File: config.mk
export PLATFORM = sky130hd
export DESIGN_NAME = rgbe_scanline_rle_decoder
export DESIGN_NICKNAME = d
export VERILOG_FILES = /design/src/rgbe_rle_pkg.sv /design/src/rgbe_rle_in_stage.sv /design/src/rgbe_rle_core.sv /design/src/rgbe_rle_out_stage.sv /design/src/rgbe_scanline_rle_decoder.sv
export SDC_FILE = /design/constraint.sdc
export NUM_CORES = 1
export LEC_CHECK = 0
export ABC_AREA = 1
export BUFFER_PORTS_ARGS = -buffer_cell sky130_fd_sc_hd__buf_4
export CAP_MARGIN = 40
export CORE_UTILIZATION = 45
export CTS_CLUSTER_DIAMETER = 150
export DETAILED_ROUTE_END_ITERATION = 10
export GPL_ROUTABILITY_DRIVEN = 0
export PLACE_DENSITY_LB_ADDON = 0.15
export SYNTH_ARGS = -nofsm -noshare
export SYNTH_HDL_FRONTEND = slang
export SYNTH_SLANG_ARGS = --single-unit
File: constraint.sdc
create_clock -name clk_i -period 6.9 [get_ports clk_i]
set_input_delay 0.69 -clock clk_i [delete_from_list [all_inputs] [get_ports clk_i]]
set_output_delay 0.69 -clock clk_i [all_outputs]
set_load 0.02 [all_outputs]
File: src/rgbe_rle_pkg.sv
`timescale 1ns / 1ps

package rgbe_rle_pkg;

  typedef enum logic [1:0] {
    ErrNone    = 2'd0,
    ErrMagic   = 2'd1,
    ErrWidth   = 2'd2,
    ErrOverrun = 2'd3
  } err_e;

  // one encoded byte with its resync flag
  typedef struct packed {
    logic [7:0] data_byte;
    logic       resync;
  } in_item_t;

  // one decoded segment or error report
  typedef struct packed {
    logic [1:0]  channel;
    logic [14:0] start_pos;
    logic [7:0]  run_length;
    logic [7:0]  value;
    logic        line_done;
    err_e        error;
  } seg_t;

  localparam logic [7:0]  MagicByte      = 8'd2;
  localparam logic [7:0]  LiteralMax     = 8'd128;
  localparam logic [14:0] LineWidthReset = 15'd8;
  localparam logic [14:0] MinLineWidth   = 15'd8;
  localparam logic [14:0] MaxLineWidth   = 15'h7fff;
  localparam logic [1:0]  ChanRed        = 2'd0;
  localparam logic [1:0]  ChanExp        = 2'd3;

endpackage

File: src/rgbe_rle_in_stage.sv
`timescale 1ns / 1ps

module rgbe_rle_in_stage import rgbe_rle_pkg::*; (
  input  logic     clk_i,
  input  logic     rst_ni,
  input  logic     in_valid_i,
  output logic     in_ready_o,
  input  in_item_t in_item_i,
  output logic     valid_o,
  output in_item_t item_o,
  input  logic     pop_i
);

  logic     valid_q;
  in_item_t item_q;

  assign in_ready_o = !valid_q || pop_i;
  assign valid_o    = valid_q;
  assign item_o     = item_q;

  always_ff @(posedge clk_i or negedge rst_ni) begin
    if (!rst_ni) begin
      valid_q <= 1'b0;
    end else if (in_valid_i && in_ready_o) begin
      valid_q <= 1'b1;
    end else if (pop_i) begin
      valid_q <= 1'b0;
    end
  end

  always_ff @(posedge clk_i) begin
    if (in_valid_i && in_ready_o) begin
      item_q <= in_item_i;
    end
  end

endmodule

File: src/rgbe_rle_core.sv
`timescale 1ns / 1ps

module rgbe_rle_core import rgbe_rle_pkg::*; (
  input  logic        clk_i,
  input  logic        rst_ni,
  input  logic        cfg_we_i,
  input  logic [14:0] cfg_wdata_i,
  input  logic        fire_i,
  input  in_item_t    item_i,
  output logic        res_valid_o,
  output seg_t        res_o
);

  typedef enum logic [2:0] {
    PhMagic  = 3'd0,
    PhSkip   = 3'd1,
    PhWHigh  = 3'd2,
    PhWLow   = 3'd3,
    PhCode   = 3'd4,
    PhRunVal = 3'd5,
    PhLit    = 3'd6
  } phase_e;

  phase_e      phase_q, phase_d, eff_phase;
  logic [1:0]  chan_q, chan_d, eff_chan;
  logic [14:0] pos_q, pos_d, eff_pos;
  logic [7:0]  pend_q, pend_d, eff_pend;
  logic [7:0]  whigh_q, whigh_d;
  logic [14:0] lwidth_q;

  logic [7:0]  b;
  logic        is_run;
  logic [7:0]  code_cnt;
  logic [7:0]  addend;
  logic [15:0] sum;
  logic [15:0] lw16;
  logic        over;
  logic        hit;

  assign b      = item_i.data_byte;
  assign is_run = (b > LiteralMax);
  assign code_cnt = is_run ? {1'b0, b[6:0]} : b;
  assign lw16   = {1'b0, lwidth_q};

  // resync drops the line in progress before the byte is looked at
  always_comb begin
    if (item_i.resync) begin
      eff_phase = PhMagic;
      eff_chan  = ChanRed;
      eff_pos   = '0;
      eff_pend  = '0;
    end else begin
      eff_phase = phase_q;
      eff_chan  = chan_q;
      eff_pos   = pos_q;
      eff_pend  = pend_q;
    end
  end

  // one shared adder for the overrun and end-of-channel checks
  always_comb begin
    case (eff_phase)
      PhCode:   addend = code_cnt;
      PhRunVal: addend = eff_pend;
      default:  addend = 8'd1;
    endcase
  end

  assign sum  = {1'b0, eff_pos} + {8'd0, addend};
  assign over = (sum > lw16);
  assign hit  = (sum == lw16);

  always_comb begin
    phase_d     = eff_phase;
    chan_d      = eff_chan;
    pos_d       = eff_pos;
    pend_d      = eff_pend;
    whigh_d     = whigh_q;
    res_valid_o = 1'b0;
    res_o.channel    = eff_chan;
    res_o.start_pos  = eff_pos;
    res_o.run_length = 8'd0;
    res_o.value      = b;
    res_o.line_done  = 1'b0;
    res_o.error      = ErrNone;

    case (eff_phase)
      PhMagic: begin
        if (b != MagicByte) begin
          res_valid_o = 1'b1;
          res_o.error = ErrMagic;
        end else begin
          phase_d = PhSkip;
        end
      end
      PhSkip: begin
        phase_d = PhWHigh;
      end
      PhWHigh: begin
        whigh_d = b;
        phase_d = PhWLow;
      end
      PhWLow: begin
        if ({whigh_q, b} != lw16 || lwidth_q < MinLineWidth
            || lwidth_q > MaxLineWidth) begin
          res_valid_o = 1'b1;
          res_o.error = ErrWidth;
        end else begin
          chan_d  = ChanRed;
          pos_d   = '0;
          pend_d  = '0;
          phase_d = PhCode;
        end
      end
      PhCode: begin
        if (b != 8'd0) begin
          if (over) begin
            res_valid_o = 1'b1;
            res_o.error = ErrOverrun;
          end else begin
            pend_d  = code_cnt;
            phase_d = is_run ? PhRunVal : PhLit;
          end
        end
      end
      PhRunVal, PhLit: begin
        if (over) begin
          res_valid_o = 1'b1;
          res_o.error = ErrOverrun;
        end else begin
          if (eff_phase == PhRunVal) begin
            pend_d  = '0;
            phase_d = PhCode;
          end else begin
            pend_d = eff_pend - 8'd1;
            if (pend_d == 8'd0) begin
              phase_d = PhCode;
            end
          end
          res_valid_o      = 1'b1;
          res_o.run_length = addend;
          res_o.line_done  = hit && (eff_chan == ChanExp);
          pos_d            = sum[14:0];
          if (hit) begin
            pos_d = '0;
            if (eff_chan == ChanExp) begin
              phase_d = PhMagic;
              chan_d  = ChanRed;
              pend_d  = '0;
            end else begin
              chan_d = eff_chan + 2'd1;
            end
          end
        end
      end
      default: begin
        phase_d = PhMagic;
        chan_d  = ChanRed;
        pos_d   = '0;
        pend_d  = '0;
      end
    endcase

    // every error drops back to the header
    if (res_o.error != ErrNone) begin
      phase_d = PhMagic;
      chan_d  = ChanRed;
      pos_d   = '0;
      pend_d  = '0;
    end
  end

  always_ff @(posedge clk_i or negedge rst_ni) begin
    if (!rst_ni) begin
      phase_q  <= PhMagic;
      chan_q   <= ChanRed;
      pos_q    <= '0;
      pend_q   <= '0;
      whigh_q  <= '0;
      lwidth_q <= LineWidthReset;
    end else begin
      if (fire_i) begin
        phase_q <= phase_d;
        chan_q  <= chan_d;
        pos_q   <= pos_d;
        pend_q  <= pend_d;
        whigh_q <= whigh_d;
      end
      if (cfg_we_i) begin
        lwidth_q <= cfg_wdata_i;
      end
    end
  end

endmodule

File: src/rgbe_rle_out_stage.sv
`timescale 1ns / 1ps

module rgbe_rle_out_stage import rgbe_rle_pkg::*; (
  input  logic clk_i,
  input  logic rst_ni,
  input  logic load_i,
  input  seg_t seg_i,
  output logic free_o,
  output logic valid_o,
  input  logic ready_i,
  output seg_t seg_o
);

  logic valid_q;
  seg_t seg_q;

  assign free_o  = !valid_q || ready_i;
  assign valid_o = valid_q;
  assign seg_o   = seg_q;

  always_ff @(posedge clk_i or negedge rst_ni) begin
    if (!rst_ni) begin
      valid_q <= 1'b0;
    end else if (load_i) begin
      valid_q <= 1'b1;
    end else if (ready_i) begin
      valid_q <= 1'b0;
    end
  end

  always_ff @(posedge clk_i) begin
    if (load_i) begin
      seg_q <= seg_i;
    end
  end

endmodule

File: src/rgbe_scanline_rle_decoder.sv
`timescale 1ns / 1ps

// an accepted byte waits in the input register; its segment is loaded into the output register once that is free
// throughput: one byte per cycle, stalls only when the output register is held
// the decode path is one adder and compare between the input and output registers
// reset clears the decoder to wait for header byte zero, line width back to 8
// reset empties both the input and the output register

module rgbe_scanline_rle_decoder import rgbe_rle_pkg::*; (
  input  logic        clk_i,
  input  logic        rst_ni,
  // configuration: expected line width
  input  logic        cfg_we_i,
  input  logic [14:0] cfg_wdata_i,
  // request side, one encoded byte per request
  input  logic        in_valid_i,
  output logic        in_ready_o,
  input  logic [7:0]  data_byte_i,
  input  logic        resync_i,
  // result side, one segment or error per request at most
  output logic        out_valid_o,
  input  logic        out_ready_i,
  output logic [1:0]  channel_o,
  output logic [14:0] start_pos_o,
  output logic [7:0]  run_length_o,
  output logic [7:0]  value_o,
  output logic        line_done_o,
  output logic [1:0]  error_o
);

  in_item_t in_item;
  in_item_t item;
  logic     item_valid;
  logic     out_free;
  logic     fire;
  logic     res_valid;
  seg_t     res;
  seg_t     seg;

  assign in_item.data_byte = data_byte_i;
  assign in_item.resync    = resync_i;

  // the held byte is decoded as soon as the output register can take its result;
  // bytes that give no result still wait for that, which keeps ordering simple
  assign fire = item_valid && out_free;

  rgbe_rle_in_stage u_in_stage (
    .clk_i      (clk_i),
    .rst_ni     (rst_ni),
    .in_valid_i (in_valid_i),
    .in_ready_o (in_ready_o),
    .in_item_i  (in_item),
    .valid_o    (item_valid),
    .item_o     (item),
    .pop_i      (fire)
  );

  // header check, code parsing and position tracking
  rgbe_rle_core u_core (
    .clk_i       (clk_i),
    .rst_ni      (rst_ni),
    .cfg_we_i    (cfg_we_i),
    .cfg_wdata_i (cfg_wdata_i),
    .fire_i      (fire),
    .item_i      (item),
    .res_valid_o (res_valid),
    .res_o       (res)
  );

  // result register parts the decoder from the consumer
  rgbe_rle_out_stage u_out_stage (
    .clk_i   (clk_i),
    .rst_ni  (rst_ni),
    .load_i  (fire && res_valid),
    .seg_i   (res),
    .free_o  (out_free),
    .valid_o (out_valid_o),
    .ready_i (out_ready_i),
    .seg_o   (seg)
  );

  assign channel_o    = seg.channel;
  assign start_pos_o  = seg.start_pos;
  assign run_length_o = seg.run_length;
  assign value_o      = seg.value;
  assign line_done_o  = seg.line_done;
  assign error_o      = seg.error;

`ifndef SYNTHESIS
  // error reports cover no pixels and never close a line
  a_err_empty: assert property (@(posedge clk_i) disable iff (!rst_ni)
    out_valid_o && (error_o != ErrNone) |-> (run_length_o == 8'd0) && !line_done_o)
    else $error("error result with nonzero run or line_done");

  // a good segment always covers at least one pixel
  a_seg_nonempty: assert property (@(posedge clk_i) disable iff (!rst_ni)
    out_valid_o && (error_o == ErrNone) |-> (run_length_o != 8'd0))
    else $error("empty segment reported");

  // only the exponent channel can close a line
  a_done_exp: assert property (@(posedge clk_i) disable iff (!rst_ni)
    out_valid_o && line_done_o |-> (channel_o == ChanExp))
    else $error("line_done outside exponent channel");

  // a held byte with a stalled result register blocks new requests
  a_stall_hold: assert property (@(posedge clk_i) disable iff (!rst_ni)
    item_valid && out_valid_o && !out_ready_i |-> !in_ready_o && !fire)
    else $error("request taken while pipeline is stalled");
`endif

endmodule

=== Yosys cells after proc, flatten, opt, wreduce, memory -nomap -nowiden ===
Cells that the tools add are included.

* Register bits after elaboration: 98
* Bits in latches: 0
* RAM bits: 0
* Bits in read-only memories: 0
* Input port bits: 29
* Output and inout bits: 38
* Word-level logic and storage cells: 107
* Memories: 0

* Add/sub/neg operators: 3
* Multipliers: 0
* Div/mod/pow operators: 0
* Order comparisons: 4
* Eq/ne operators: 10
* Shift operators: 0
* Mux-type cells: 52
* Bitwise gates (word level): 1
* Reductions and logical operators: 21

{| class="wikitable"
|+ Operators by type and width
! kind !! number
|-
| $mux 8 || 10
|-
| $mux 15 || 5
|-
| $pmux 15 s3 || 1
|-
| $mux 3 || 11
|-
| $pmux 8 s4 || 1
|-
| $mux 2 || 10
|-
| $pmux 3 s6 || 1
|-
| $add 15x8->16 || 1
|-
| $eq 16x15->1 || 1
|-
| $gt 16x15->1 || 1
|-
| $ne 16x15->1 || 1
|-
| $pmux 8 s2 || 1
|-
| $gt 15x15->1 const B || 1
|-
| $lt 15x4->1 const B || 1
|-
| $eq 3x3->1 const B || 3
|-
| $mux 1 || 9
|-
| $gt 8x8->1 const B || 1
|-
| $logic_not 8->1 || 1
|-
| $ne 8x2->1 const B || 1
|-
| $pmux 2 s4 || 1
|-
| $reduce_bool 8->1 || 1
|-
| $sub 8x1->8 const B || 1
|-
| $eq 3x2->1 const B || 2
|-
| $pmux 2 s3 || 1
|-
| other kinds (14) || 24
|}

=== Logic depth before layout (Yosys ltp) ===
Gate-level depths: netlist (run 1).

* Word-level depth: 10
* Gate-level depth with buffers: 34

=== Hierarchy ===
A second synthesis (run 1) with hierarchy kept.

* Cell total of the unflattened synthesis: 769
* Area, all modules: 6160.9 µm²

{| class="wikitable"
|+ Modules (own cells, without submodules)
! module !! times used !! cells each !! area each (µm²)
|-
| rgbe_rle_core || 1 || 709 || 4702.0
|-
| rgbe_rle_out_stage || 1 || 41 || 1126.1
|-
| rgbe_rle_in_stage || 1 || 15 || 315.3
|-
| rgbe_scanline_rle_decoder || 1 || 4 || 17.5
|}

=== Worst setup path after synthesis (run 1) ===
OpenSTA, ideal clock, no wires.

* Kind: register -> register
* From: register u_in_stage.item_q, in the netlist u_in_stage.item_o[0]
* To: register u_out_stage.seg_q, in the netlist u_out_stage.seg_o[0] (enable)
* Arrival time: 5.332 ns
* Data required time: 6.470 ns
* Slack: 1.138 ns
* Stages on the path, launching flop included: 28
* Buffers on the path: 1
* Clock period less this slack: 5.762 ns
* Cell sequence: edfxtp_1 -> buf_6 -> nor2_4 -> nand2_2 -> nor2_4 -> clkinv_1 -> o22ai_1 -> ha_1 -> nand3_1 -> nand3_1 -> nand2_1 -> nand2_1 -> a21boi_0 -> o21ai_0 -> nand2_1 -> inv_1 -> ha_1 -> and3_1 -> nand3_2 -> nor2_4 -> nand2_4 -> nand2_8 -> nand2_8 -> inv_2 -> nand2_1 -> nand4_1 -> inv_1 -> nor2_1

* Longest elaborated chain between the ends: 9

{| class="wikitable"
|+ RTL lines
! element !! RTL line !! RTL
|-
| start: declaration || rgbe_rle_in_stage.sv:15 || <nowiki>in_item_t item_q;</nowiki>
|-
| start signal: assignment || rgbe_rle_in_stage.sv:33 || <nowiki>item_q <= in_item_i;</nowiki>
|-
| $mux 3 || rgbe_rle_core.sv:47 || <nowiki>if (item_i.resync) begin</nowiki>
|-
| $eq 3x3->1 || rgbe_rle_core.sv:62 || <nowiki>case (eff_phase)</nowiki>
|-
| $pmux 8 s2 * || rgbe_rle_core.sv:62 ||
|-
| named net u_core.addend[1] || rgbe_rle_core.sv:34 || <nowiki>logic [7:0] addend;</nowiki>
|-
| $add 15x8->16 * || rgbe_rle_core.sv:69 || <nowiki>assign sum = {1'b0, eff_pos} + {8'd0, addend};</nowiki>
|-
| $gt 16x15->1 * || rgbe_rle_core.sv:70 || <nowiki>assign over = (sum > lw16);</nowiki>
|-
| $mux 1 * || rgbe_rle_core.sv:117 || <nowiki>if (over) begin</nowiki>
|-
| $mux 1 * || rgbe_rle_core.sv:116 || <nowiki>if (b != 8'd0) begin</nowiki>
|-
| $pmux 1 s4 * || rgbe_rle_core.sv:87 || <nowiki>case (eff_phase)</nowiki>
|-
| $logic_and 1x1->1 * || rgbe_scanline_rle_decoder.sv:74 || <nowiki>.load_i (fire && res_valid),</nowiki>
|-
| named net u_out_stage.load_i || rgbe_rle_out_stage.sv:6 || <nowiki>input logic load_i,</nowiki>
|-
| end signal: assignment || rgbe_rle_out_stage.sv:33 || <nowiki>seg_q <= seg_i;</nowiki>
|-
| end: declaration || rgbe_rle_out_stage.sv:15 || <nowiki>seg_t seg_q;</nowiki>
|}

The timed path passes the listed nets; every way through them passes the cells marked *.
A chain may end at the register's enable or synchronous reset.

=== Worst setup path in the final report (run 1) ===
* From: register u_in_stage.item_q, in the netlist u_in_stage.item_o[0]
* To: register u_out_stage.seg_q, in the netlist u_out_stage.seg_o[1] (enable)

Same word-level chain as after synthesis.

==> results of run 1 <==
[cell usage after synthesis, drive strengths merged, types with 2 or more instances]
| library cell | n |
|---|---|
| inv | 108 |
| a31oi | 3 |
| nand2 | 245 |
| or2 | 2 |
| nor2 | 67 |
| a22oi | 7 |
| clkbuf | 8 |
| buf | 7 |
| a21oi | 19 |
| clkinv | 2 |
| nand3 | 59 |
| xnor2 | 7 |
| nand4 | 17 |
| nor4 | 6 |
| o211ai | 2 |
| xor2 | 9 |
| and2 | 3 |
| o21ai | 47 |
| o22ai | 9 |
| dfrtp | 52 |
| ha | 26 |
| edfxtp | 45 |
| nor3 | 7 |
[cells by family after synthesis]
group	count (synthesis)	share of synthesized area (%)
compound gates	89	8.216
xor+xnor	16	2.295
fa+ha+maj	27	5.655
buf+inv	125	8.441
flops	98	43.86
mux	1	0.1844
simple gates	408	31.35
[flip-flops by register name (all words and copies together), names as in the netlist]
| signal | cells |
|---|---|
| u_core.chan_q | 2 |
| u_core.lwidth_q | 15 |
| u_core.pend_q | 8 |
| u_core.phase_q | 3 |
| u_core.pos_q | 15 |
| u_core.whigh_q | 8 |
| u_in_stage.item_o | 9 |
| u_in_stage.valid_o | 1 |
| u_out_stage.seg_o | 36 |
| u_out_stage.valid_o | 1 |
[final timing paths]
path | start | cells past startpoint | slack [ns] | to
max | u_in_stage.item_o[0] | 27 | 1.12 | u_out_stage.seg_o[1]
min | rst_ni | 1 | 0.38 | u_core.lwidth_q[14]
max reg2reg | u_in_stage.item_o[0] | 27 | 1.12 | u_out_stage.seg_o[1]
min reg2reg | u_core.phase_q[1] | 2 | 0.48 | u_core.phase_q[1]
max in group asynchronous | rst_ni | 1 | 6.04 | u_core.phase_q[1]
min in group clk_i | u_core.phase_q[1] | 2 | 0.48 | u_core.phase_q[1]
[metal layers]
layer,vias up,routed length (um),track usage (%)
li1,2637,-,-
met4,0,529,10.52
met2,193,7101,37.17
met5,-,0,0
met3,33,952,5.357
met1,2439,7172,32.33
[placed cells by master (no fill, tap or decap), drive strengths merged, types with 5 or more instances in the layout]
cell type,n
a21oi,19
a22oi,7
buf,70
clkbuf,10
clkinv,5
dfrtp,52
edfxtp,45
ha,26
inv,111
nand2,245
nand3,59
nand4,17
nor2,67
nor3,7
nor4,6
o21ai,47
o22ai,9
xnor2,7
xor2,9
[layout make-up]
type	count	area share, %
Clock buffer	10	3.250
Clock inverter	6	0.6926
Inverter	110	6.002
Multi-Input combinational cell	541	41.45
Sequential cell	98	38.02
Tap cell	176	3.126
Timing Repair Buffer	70	7.459
[critical path, cell delays in order (launching register included)]
cell and delay [ns]:
edfxtp_1 0.51, nor2_4 0.19, nand2_2 0.09, nor2_4 0.22, clkinv_1 0.32, o22ai_1 0.40, ha_1 0.30, nand3_1 0.07
nand3_1 0.16, nand2_1 0.12, nand2_1 0.14, a21boi_0 0.39, o21ai_0 0.13, nand2_1 0.07, inv_1 0.05, ha_1 0.28
and3_1 0.19, nand3_2 0.11, nor2_4 0.15, nand2_4 0.08, nand2_8 0.14, nand2_8 0.12, inv_2 0.13, nand2_1 0.06
nand4_1 0.08, inv_1 0.09, nor2_4 0.50, buf_4 0.38
[per-stage QoR]
step	cell area [um^2]	util [%]	setup WS, ns	hold slack (ns)	instances
after floorplan	6107	-	1.138	0.3944	764
after global placement	6768	51.11	1.483	0.4686	995
after detailed placement	6768	51.11	1.210	0.4652	995
after CTS	7046	53.20	1.176	0.4162	1011
after global routing	7046	53.20	0.6645	0.4397	1011
final	7046	53.20	1.122	0.3825	1011
[report_power, final]
part	leakage (nW)	internal (mW)	switching, mW
logic	2.23	0.0696	0.127
clock network	0.138	0.249	0.227
registers	1.15	0.662	0.0247
total	3.51	0.981	0.379
==> results.py, run 1 <==
metrics = {
    "timing": {
        "period_share_pct": 83.74,
        "tightestPinTransition_ns": 0.7131,
        "finClkSkew_ns": 0.009315,
        "setup_viol": 0,
        "min_period_ns": 5.778,
        "slew_headroom_pct": 52.46,
        "fmax_mhz": 173.1,
        "slew_viol_final": 0,
        "hold_viol": 0,
        "tns_ns": 0,
        "grt_setup_unrepaired": "no",
    },
    "cells_and_area": {
        "nFillCells": 1279,
        "drive_above_1_share_pct": 16.41,
        "n_antenna_cell": 0,
        "area_delta_synth_final_pct": 15.37,
        "seq_area_um2": 2679,
        "multi_input_area_um2": 2920,
        "num-nets-final": 886,
    },
    "synthesis": {
        "netlist.area_leader.share_pct": 22.13,
        "yosys_warnings": 0,
        "yosysSeqAreaShare_pct": 43.86,
        "synth-edff-count": 45,
        "ys_ff_latch": 98,
        "synth_area_um2": 6107,
        "netlist_top_cells_area": "edfxtp_1 22%, dfrtp_1 21%, nand2_1 14%, inv_1 5.9%, ha_1 5.3%",
        "yosys.area.top_type": "edfxtp_1",
        "yosysUniqueCellTypes": 45,
        "async_flop_share_pct": 54.08,
        "synth_nets": 820,
        "synthFlopType": "dfrtp_1",
        "syn_avg_cell_area_um2": 7.994,
        "syn_inst": 764,
    },
    "drt": {
        "drc": 0,
        "ant_nets": 0,
        "via_count": 5302,
        "drt-initial-drc-count": 458,
        "dr.pass1.iters": 6,
        "wl_per_cell_um": 15.58,
        "viasPerCell": 5.244,
        "drt_wl_total_mm": 15.76,
    },
    "floorplanning": {
        "initial_core_util_pct": 46.12,
        "die_area_um2": 14040,
        "io_pins": 67,
        "die_w_um": 118.5,
        "fp.dieH_um": 118.5,
        "row_count": 42,
        "coreArea_um2": 13240,
    },
    "worst_setup_path": {
        "worstSetupPathType": "register to register",
        "end_kind": "register",
        "setup.worst_path.start_class": "register",
        "crit_required_ns": 6.94,
        "arrival_ns": 5.82,
        "crit_path_max_fanout": 19,
    },
    "global_route": {
        "antenna_found_initial": 0,
        "grt_overflow": 0,
        "grt_max_degree": 54,
        "grt_use_total_pct": 24.02,
        "grt_pass1_vias": 5159,
        "grt_pass1_wl_mm": 25.85,
    },
    "status": {
        "outcome": "complete, no violations",
    },
    "power": {
        "ir_drop_v": 0.0001402,
        "power_mw": 1.360,
        "powerDensity_nw_per_um2": 193.0,
        "leakage_nw": 3.515,
    },
    "cts": {
        "clock_sinks": 98,
        "postCtsHoldBufs": 0,
        "h-tree-depth": 3,
        "cts_resized": 0,
        "cts_buffers": 9,
        "clk_latency_ns": 0.36,
        "postCtsSetupRepairBufs": 0,
        "clock_path_buffers": 2,
        "tritoncts": "yes",
        "cts_root_buffer": "clkbuf_16",
        "path_clk_slew_ns": 0.07,
    },
    "worst_hold_path": {
        "hold_class": "primary input to asynchronous set/reset pin",
    },
    "placement": {
        "port_buffers": 66,
        "dp_hpwl_mm": 11.97,
    },
    "run": {
        "maxCapViolCount": 0,
    },
}
Power figures use the tool's default switching activity.
==> run 2, diff against run 1 <==
==> constraint.sdc (replaced) <==
create_clock -name clk_i -period 5.73 [get_ports clk_i]
set_input_delay 0.573 -clock clk_i [delete_from_list [all_inputs] [get_ports clk_i]]
set_output_delay 0.573 -clock clk_i [all_outputs]
set_load 0.02 [all_outputs]
==> results.py, run 2 (same netlist as run 1, synthesis figures left out) <==
metrics = {
    "status": {
        "outcome": "complete, no violations",
    },
    "cells_and_area": {
        "largest_reg_flops": 36,
        "layout_common_cells": "227 x nand2_1, 96 x inv_1, 71 x buf_4, 56 x nand3_1, 54 x nor2_1",
        "n_antenna_cell": 0,
        "final_common_cell": "nand2_1",
        "final_cell_count_no_fill": 1012,
        "drive_above_1_share_pct": 16.63,
        "num-nets-final": 887,
        "area_delta_synth_final_pct": 15.82,
        "seq_area_um2": 2679,
        "multi_input_area_um2": 2920,
        "nFillCells": 1255,
    },
    "timing": {
        "finClkSkew_ns": 0.007597,
        "slew_headroom_pct": 52.68,
        "fmax_mhz": 191.7,
        "min_period_ns": 5.216,
        "tightestPinTransition_ns": 0.7098,
        "slew_viol_final": 0,
        "setup_viol": 0,
        "hold_viol": 0,
        "tns_ns": 0,
        "hold_ws_ns": 0.2623,
        "period_share_pct": 91.03,
        "grt_setup_unrepaired": "no",
    },
    "cts": {
        "postCtsHoldBufs": 0,
        "h-tree-depth": 3,
        "tritoncts": "yes",
        "clock_sinks": 98,
        "cts_root_buffer": "clkbuf_16",
        "clk_latency_ns": 0.36,
        "path_clk_slew_ns": 0.08,
        "postCtsSetupRepairBufs": 0,
        "cts_resized": 0,
        "cts_buffers": 9,
        "clock_path_buffers": 2,
    },
    "drt": {
        "drt_wl_total_mm": 16.14,
        "via_count": 5373,
        "wl_per_cell_um": 15.95,
        "drc": 0,
        "dr.pass1.iters": 5,
        "ant_nets": 0,
        "drt-initial-drc-count": 430,
        "viasPerCell": 5.309,
    },
    "worst_setup_path": {
        "end_kind": "register",
        "setup.worst_path.start_class": "register",
        "reg2reg_depth": 27,
        "worstSetupPathType": "register to register",
        "arrival_ns": 5.26,
        "r2r-end": "u_out_stage.seg_o[3]",
        "crit_path_max_fanout": 19,
        "r2r-start": "u_in_stage.item_o[0]",
        "crit_required_ns": 5.78,
        "reg2reg_slack_ns": 0.51,
    },
    "floorplanning": {
        "coreArea_um2": 13240,
        "fp.dieH_um": 118.5,
        "io_pins": 67,
        "initial_core_util_pct": 46.12,
        "die_w_um": 118.5,
        "die_area_um2": 14040,
        "row_count": 42,
    },
    "global_route": {
        "grt_pass1_vias": 5147,
        "antenna_found_initial": 0,
        "grt_overflow": 0,
        "grt_use_total_pct": 24.34,
        "grt_max_degree": 54,
        "grt_pass1_wl_mm": 26.36,
    },
    "placement": {
        "dp_hpwl_mm": 12.12,
        "port_buffers": 66,
        "dp_cells": 996,
    },
    "power": {
        "powerDensity_nw_per_um2": 236.8,
        "leakage_nw": 3.525,
        "ir_drop_v": 0.0001978,
    },
    "run": {
        "maxCapViolCount": 0,
    },
    "worst_hold_path": {
        "hold_class": "primary input to asynchronous set/reset pin",
    },
}
-- run 2: changes by cell type in the layout (fill, tap and decap cells not counted), sizes merged --
cell      change
clkbuf        -1
buf           +1
clkinvlp      +1
-- run 2: layout make-up --
cell class                      count  area share (%)
Sequential cell                    98           37.87
Clock inverter                      7           1.026
Inverter                          110           5.979
Multi-Input combinational cell    541           41.29
Clock buffer                        9           3.184
Timing Repair Buffer               71           7.536
Tap cell                          176           3.113
-- run 2: metal layers --
layer | routed length, um | GRT usage (%) | up-vias | part of all wire (%)
li1 | - | - | 2631 | -
met4 | 552 | 11.63 | 0 | 3.4
met5 | 0 | 0 | - | 0
met2 | 7197 | 37.94 | 204 | 45
met1 | 7391 | 33.04 | 2499 | 46
met3 | 998 | 4.054 | 39 | 6.2
-- run 2: worst max-delay path by stage --
stage / startpoint / to / cells after the start
after floorplan: u_in_stage.item_o[0] / u_out_stage.seg_o[0] / 27
after global placement: u_in_stage.item_o[0] / u_out_stage.seg_o[9] / 27
after detailed placement: u_in_stage.item_o[0] / u_out_stage.seg_o[8] / 27
after CTS: u_in_stage.item_o[0] / u_out_stage.seg_o[3] / 27
after global routing: u_in_stage.item_o[0] / u_out_stage.seg_o[3] / 27
final: u_in_stage.item_o[0] / u_out_stage.seg_o[3] / 27
-- run 2: power breakdown --
group / internal [mW] / switching, mW
logic: 0.0856 / 0.156
clock network: 0.307 / 0.300
registers: 0.797 / 0.0296
-- run 2: worst max-delay path: stages (launching register included) --
cell and delay (ns):
edfxtp_1 0.45, nor2_4 0.19, nand2_2 0.09, nor2_4 0.23, clkinv_1 0.32, o22ai_1 0.42
ha_1 0.30, nand3_1 0.07, nand3_1 0.13, nand2_1 0.09, nand2_1 0.13, a21boi_0 0.39
o21ai_0 0.14, nand2_1 0.07, inv_1 0.05, ha_1 0.29, and3_1 0.19, nand3_2 0.11
nor2_4 0.15, nand2_4 0.08, nand2_8 0.14, nand2_8 0.12, inv_2 0.13, nand2_1 0.06
nand4_1 0.07, inv_1 0.09, nor2_4 0.09, buf_4 0.28
-- run 2: through the flow --
stage          cell area, um^2  power [mW]  worst slack (ns)  utilization (%)
6_report                  7073       1.675            0.5141            53.41
4_1_cts                   7073       1.685            0.5886            53.41
3_5_place_dp              6775       1.082            0.6566            51.16
3_3_place_gp              6775       1.080            0.8763            51.16
5_1_grt                   7073       1.737            0.1399            53.41
2_1_floorplan             6110      0.9652            0.5795                -
